$ cat src/sv/prac_pkg.sv
// Shared types, constants and the CORDIC angle table for the point rotator.
package prac_pkg;

  localparam int COORD_W   = 32;
  localparam int ANGLE_W   = 32;
  localparam int DIFF_W    = COORD_W + 1;
  localparam int QUAD_W    = 2;
  localparam int MAX_STEPS = 32;
  localparam int CFG_IDX_W = 2;

  // Queue depth between front and back; must be a power of two
  localparam int QUEUE_DEPTH = 2;

  // CORDIC limit gain 1/An, scaled by 2^30
  localparam longint GAIN_Q30 = 64'sd652032875;

  typedef enum logic [CFG_IDX_W-1:0] {
    CFG_CENTER_X = 2'd0,
    CFG_CENTER_Y = 2'd1
  } cfg_reg_e;

  typedef enum logic [QUAD_W-1:0] {
    QUAD_0   = 2'd0,
    QUAD_90  = 2'd1,
    QUAD_180 = 2'd2,
    QUAD_270 = 2'd3
  } quad_e;

  typedef struct packed {
    logic        [ANGLE_W-1:0] angle;
    logic signed [COORD_W-1:0] point_x;
    logic signed [COORD_W-1:0] point_y;
  } in_item_t;

  typedef struct packed {
    logic signed [COORD_W-1:0] rotated_x;
    logic signed [COORD_W-1:0] rotated_y;
  } out_item_t;

  // Classified item handed from front to back
  typedef struct packed {
    logic signed [DIFF_W-1:0]  dx;
    logic signed [DIFF_W-1:0]  dy;
    quad_e                     quad;
    logic signed [ANGLE_W-1:0] resid;
  } work_t;

  // atan(2^-i) in units of 2^-32 turn
  function automatic logic signed [ANGLE_W-1:0] atan_turn(input int unsigned idx);
    logic signed [ANGLE_W-1:0] a;
    unique case (idx)
      0:       a = 32'h2000_0000;
      1:       a = 32'h12E4_051E;
      2:       a = 32'h09FB_385B;
      3:       a = 32'h0511_11D4;
      4:       a = 32'h028B_0D43;
      5:       a = 32'h0145_D7E1;
      6:       a = 32'h00A2_F61E;
      7:       a = 32'h0051_7C55;
      8:       a = 32'h0028_BE53;
      9:       a = 32'h0014_5F2F;
      10:      a = 32'h000A_2F98;
      11:      a = 32'h0005_17CC;
      12:      a = 32'h0002_8BE6;
      13:      a = 32'h0001_45F3;
      14:      a = 32'h0000_A2FA;
      15:      a = 32'h0000_517D;
      16:      a = 32'h0000_28BE;
      17:      a = 32'h0000_145F;
      18:      a = 32'h0000_0A30;
      19:      a = 32'h0000_0518;
      20:      a = 32'h0000_028C;
      21:      a = 32'h0000_0146;
      22:      a = 32'h0000_00A3;
      23:      a = 32'h0000_0051;
      24:      a = 32'h0000_0029;
      25:      a = 32'h0000_0014;
      26:      a = 32'h0000_000A;
      27:      a = 32'h0000_0005;
      28:      a = 32'h0000_0003;
      29:      a = 32'h0000_0001;
      30:      a = 32'h0000_0001;
      default: a = 32'h0000_0000;
    endcase
    return a;
  endfunction

endpackage

$ cat src/sv/prac_stream_if.sv
// Valid/ready stream channel carrying one item per handshake.
interface prac_stream_if #(
  parameter type item_t = logic
);
  logic  valid;
  logic  ready;
  item_t payload;

  modport source (output valid, output payload, input ready);
  modport sink (input valid, input payload, output ready);
endinterface

$ cat src/sv/prac_queue.sv
// Short queue of classified items between the front and the back end.
module prac_queue (
  input  logic          clk_i,
  input  logic          rst_ni,
  prac_stream_if.sink   push_if,
  prac_stream_if.source pop_if
);
  import prac_pkg::*;

  localparam int PTR_W = (QUEUE_DEPTH > 1) ? $clog2(QUEUE_DEPTH) : 1;

  work_t            mem_q [QUEUE_DEPTH];
  logic [PTR_W-1:0] wr_q, rd_q;
  logic [PTR_W:0]   cnt_q;
  logic             push, pop;

  assign push_if.ready  = (cnt_q != (PTR_W+1)'(QUEUE_DEPTH));
  assign pop_if.valid   = (cnt_q != '0);
  assign pop_if.payload = mem_q[rd_q];

  assign push = push_if.valid && push_if.ready;
  assign pop  = pop_if.valid && pop_if.ready;

  // Advance pointers and fill count
  always_ff @(posedge clk_i or negedge rst_ni) begin
    if (!rst_ni) begin
      wr_q  <= '0;
      rd_q  <= '0;
      cnt_q <= '0;
    end else begin
      if (push) begin
        wr_q <= wr_q + PTR_W'(1);
      end
      if (pop) begin
        rd_q <= rd_q + PTR_W'(1);
      end
      if (push && !pop) begin
        cnt_q <= cnt_q + (PTR_W+1)'(1);
      end else if (pop && !push) begin
        cnt_q <= cnt_q - (PTR_W+1)'(1);
      end
    end
  end

  // Store the incoming item
  always_ff @(posedge clk_i) begin
    if (push) begin
      mem_q[wr_q] <= push_if.payload;
    end
  end

endmodule

$ cat src/flat_wrapper.sv
// flat-port wrapper written by rule: the top's interface ports become plain ports
module prac_queue_flat import prac_pkg::*;
  (clk_i, rst_ni, push_if_valid, push_if_payload, push_if_ready, pop_if_valid, pop_if_payload, pop_if_ready);
  prac_stream_if push_if_i ();
  prac_stream_if pop_if_i ();
  input  logic clk_i;
  input  logic rst_ni;
  input wire logic [$bits(push_if_i.valid)-1:0] push_if_valid;
  input wire logic [$bits(push_if_i.payload)-1:0] push_if_payload;
  output wire logic [$bits(push_if_i.ready)-1:0] push_if_ready;
  output wire logic [$bits(pop_if_i.valid)-1:0] pop_if_valid;
  output wire logic [$bits(pop_if_i.payload)-1:0] pop_if_payload;
  input wire logic [$bits(pop_if_i.ready)-1:0] pop_if_ready;
  assign push_if_i.valid = push_if_valid;
  assign push_if_i.payload = push_if_payload;
  assign push_if_ready = push_if_i.ready;
  assign pop_if_valid = pop_if_i.valid;
  assign pop_if_payload = pop_if_i.payload;
  assign pop_if_i.ready = pop_if_ready;
  prac_queue u_core (.clk_i(clk_i), .rst_ni(rst_ni), .push_if(push_if_i), .pop_if(pop_if_i));
endmodule
$ cat config.mk
export PLATFORM = sky130hd
export DESIGN_NAME = prac_queue_flat
export DESIGN_NICKNAME = d
export VERILOG_FILES = /design/src/sv/prac_pkg.sv /design/src/sv/prac_stream_if.sv /design/src/sv/prac_queue.sv /design/src/flat_wrapper.sv
export SDC_FILE = /design/constraint.sdc
export NUM_CORES = 1
export LEC_CHECK = 0
export BUFFER_PORTS_ARGS = -buffer_cell sky130_fd_sc_hd__buf_2
export CAP_MARGIN = 20
export CORE_AREA = 10 10 47 49
export DETAILED_ROUTE_END_ITERATION = 8
export DIE_AREA = 0 0 57 59
export PLACE_DENSITY = 0.43
export SLEW_MARGIN = 10
export SYNTH_ARGS = -nofsm -noshare
export SYNTH_HDL_FRONTEND = slang
export SYNTH_SLANG_ARGS = --single-unit
$ cat constraint.sdc
create_clock -name clk_i -period 1.8 [get_ports clk_i]
set_input_delay 0.27 -clock clk_i [delete_from_list [all_inputs] [get_ports clk_i]]
set_output_delay 0.27 -clock clk_i [all_outputs]
set_load 0.05 [all_outputs]
==> run summary <==
Final Non-Filler Cells: 48
Crit-path leading delay family: flip-flops
Post-Synth XOR/XNOR Area: 0.1549
Netlist cell types: 13
Die X: 57 um
Cell area after layout: 370.4 sq um
Syn Std Cell Area: 282.8 sq um
Routability congestion estimate: 0.7343
Root Driver: clkbuf_4
GRT overflow: 0
Post-layout min period: 1.441 ns
CP max stage cell: dfrtp_1
CP required: 1.53 ns
Largest net degree at the start of global routing: 5
Most frequent cells in the layout: buf_2, dfrtp_1, xnor2_1, clkbuf_4
Critical path arrival: 1.17 ns
Initial antenna violation count: 0
Post-layout util: 0.2643
Max IR drop VDD: 656.6 uV
Clk sink count: 6
CTS tree: built
Via count: 188
Max-slew violation count: 0
Clock transition at path regs: 0.04 ns
Layout area overhead: 30.97%
Worst path bufs/invs: 1
Setup TNS: 0 ns
Post-Synthesis Cells: 21
Adder-cell share of the synthesized area: 0.04425
CP startpoint kind: flip-flop
Worst-Margin Slew: 0.2631 ns
Unrepaired setup endpoints after global routing: no
Worst path max stage delay: 0.43 ns
Placed inst area: 337.8 sq um
Sequential area share after synthesis: 0.5664
Core area: 0.001401 sq mm
DR vias/cell: 3.917
# rows: 14
Synth Net Count: 27
Post-CTS Setup Bufs: 0
Commonest non-fill, non-tap cell in the layout: buf_2
Final setup fails: 0
Final hold violations: 0
Vias in the first global route: 213
Pwr Density: 2031 mW/mm^2
Worst-path cell chain: or2_4 > buf_2
Fill cells: 157
DRT Pass-1 Iters: 4
First-pass GRT wire length: 931 um
Final nets: 40
Die area: 0.003363 sq mm
Final Routed Wirelength: 536 um
Max Buffers Root-to-Sink: 2
Syn_area_per_cell: 13.47 sq um
Routed Antenna Nets: 0
Starting Density: 0.2018
Post-synthesis mux area share: 0.03982
Ant diodes: 0
# Max-Cap Violations: 0
Placed cells: 44
Die height: 59 um
Simple logic cell fraction of the synthesized area: 0.1814
P_leak: 0.1738 nW
Kind of end point of the critical path: output pin
Post-CTS sizing: 0
Fmax: 0.6939 GHz
# H-tree levels: 1
Clk_lat worst skew: 0.24 ns
Largest family of logic cells by synthesized area: simple AND/OR/NAND/NOR gates
Worst Skew: 0.0004375 ns
Clock buffer count from CTS: 3
Synth Warn #: 0
DR WL/cell: 11.17 um
DP HPWL: 425.1 um
Tcrit/Tclk final: 0.8006
I/O Buffers: 7
Compound-Gate Fraction of Synth Area: 0
Fin Hold WS: 0.2190 ns
I/O pins: 8
Status: completed
CP Class: flip-flop to output pin
Total GRT Usage: 0.03819
Worst hold path type: primary input to flip-flop
DRT iter0 DRCs: 1
Layout cells sized above 1: 0.4375
Crit Path Max Fanout: 4
Relative slew slack: 0.8258
Synthesized flop and latch total: 6
Post-route DRC: 0
-- timing repair --
action / in CTS / in global routing
setup endpoints to repair: 0 / 0
endpoints found under the hold margin: 4 / 0
hold buffers: 1 / 0
-- where the power goes --
group          internal (mW)  total, mW  switching [mW]
sequential             0.205      0.261          0.0563
clock                 0.0754      0.123          0.0477
combinational          0.149      0.368           0.219
-- cells in the mapped netlist --
master | count | area, sq um
and3_1 | 1 | 6.260
dfrtp_1 | 4 | 100.1
edfxtp_1 | 2 | 60.06
ha_1 | 1 | 12.51
inv_1 | 1 | 3.750
mux2_2 | 1 | 11.26
nand2_1 | 1 | 3.750
nand2_4 | 1 | 11.26
nand2b_4 | 1 | 13.76
nor2_1 | 2 | 7.510
or2_4 | 1 | 8.760
xnor2_1 | 3 | 26.28
xor2_1 | 2 | 17.52
-- cell type report --
class,count,area [sq um],share of cell area
sequential,6,160.2,0.4324
multi-input combinational,14,118.9,0.3209
timing repair buffer,8,45.04,0.1216
clock buffer,3,22.52,0.06081
tap,16,20.02,0.05405
inverter,1,3.754,0.01014
-- per-layer routing --
| layer | global-route usage | share of wire | up-vias |
|---|---|---|---|
| li1 | - | - | 92 |
| met1 | 0.03245 | 0.36 | 87 |
| met2 | 0.05426 | 0.53 | 7 |
| met3 | 0.03004 | 0.093 | 2 |
| met4 | 0.04027 | 0.0093 | 0 |
| met5 | 0 | 0 | - |
-- worst paths after layout --
check | from | to | slack (ns) | cells after the start
min reg2reg | u_core.rd_q | u_core.rd_q | 0.48 | 1
min in group asynchronous | rst_ni | u_core.cnt_q[0] | 0.36 | 2
max in group asynchronous | rst_ni | u_core.cnt_q[1] | 1.32 | 2
min | push_if_payload | u_core.mem_q[0] | 0.22 | 1
max reg2reg | u_core.cnt_q[0] | u_core.cnt_q[1] | 0.37 | 7
max | u_core.cnt_q[0] | pop_if_valid | 0.36 | 2
-- registers in the layout, summed over array words and instances (netlist names) --
name          count
u_core.cnt_q      2
u_core.wr_q       1
u_core.rd_q       1
u_core.mem_q      2
-- worst register-to-register path: stages (launching register included) --
cell and delay, ns:
dfrtp_1 0.43, nand2b_4 0.17, nand2_1 0.11, inv_1 0.06, ha_1 0.18, xor2_1 0.14, nor2_1 0.11, xor2_1 0.15
-- cell families after synthesis --
group | count (synthesis)
XOR/XNOR | 5
buffers and inverters | 1
adder cells (fa/ha/maj) | 1
multiplexers | 1
AND/OR/NAND/NOR | 7
flip-flops | 6
-- stage by stage --
stage	worst slack [ns]	total power [mW]
after floorplan	0.3528	0.5627
after global placement	0.4217	0.6225
after detailed placement	0.3990	0.6316
after CTS	0.3510	0.7659
after global routing	0.2976	0.8012
final	0.3588	0.7524
Note: power is estimated with default switching activity, not from simulation.
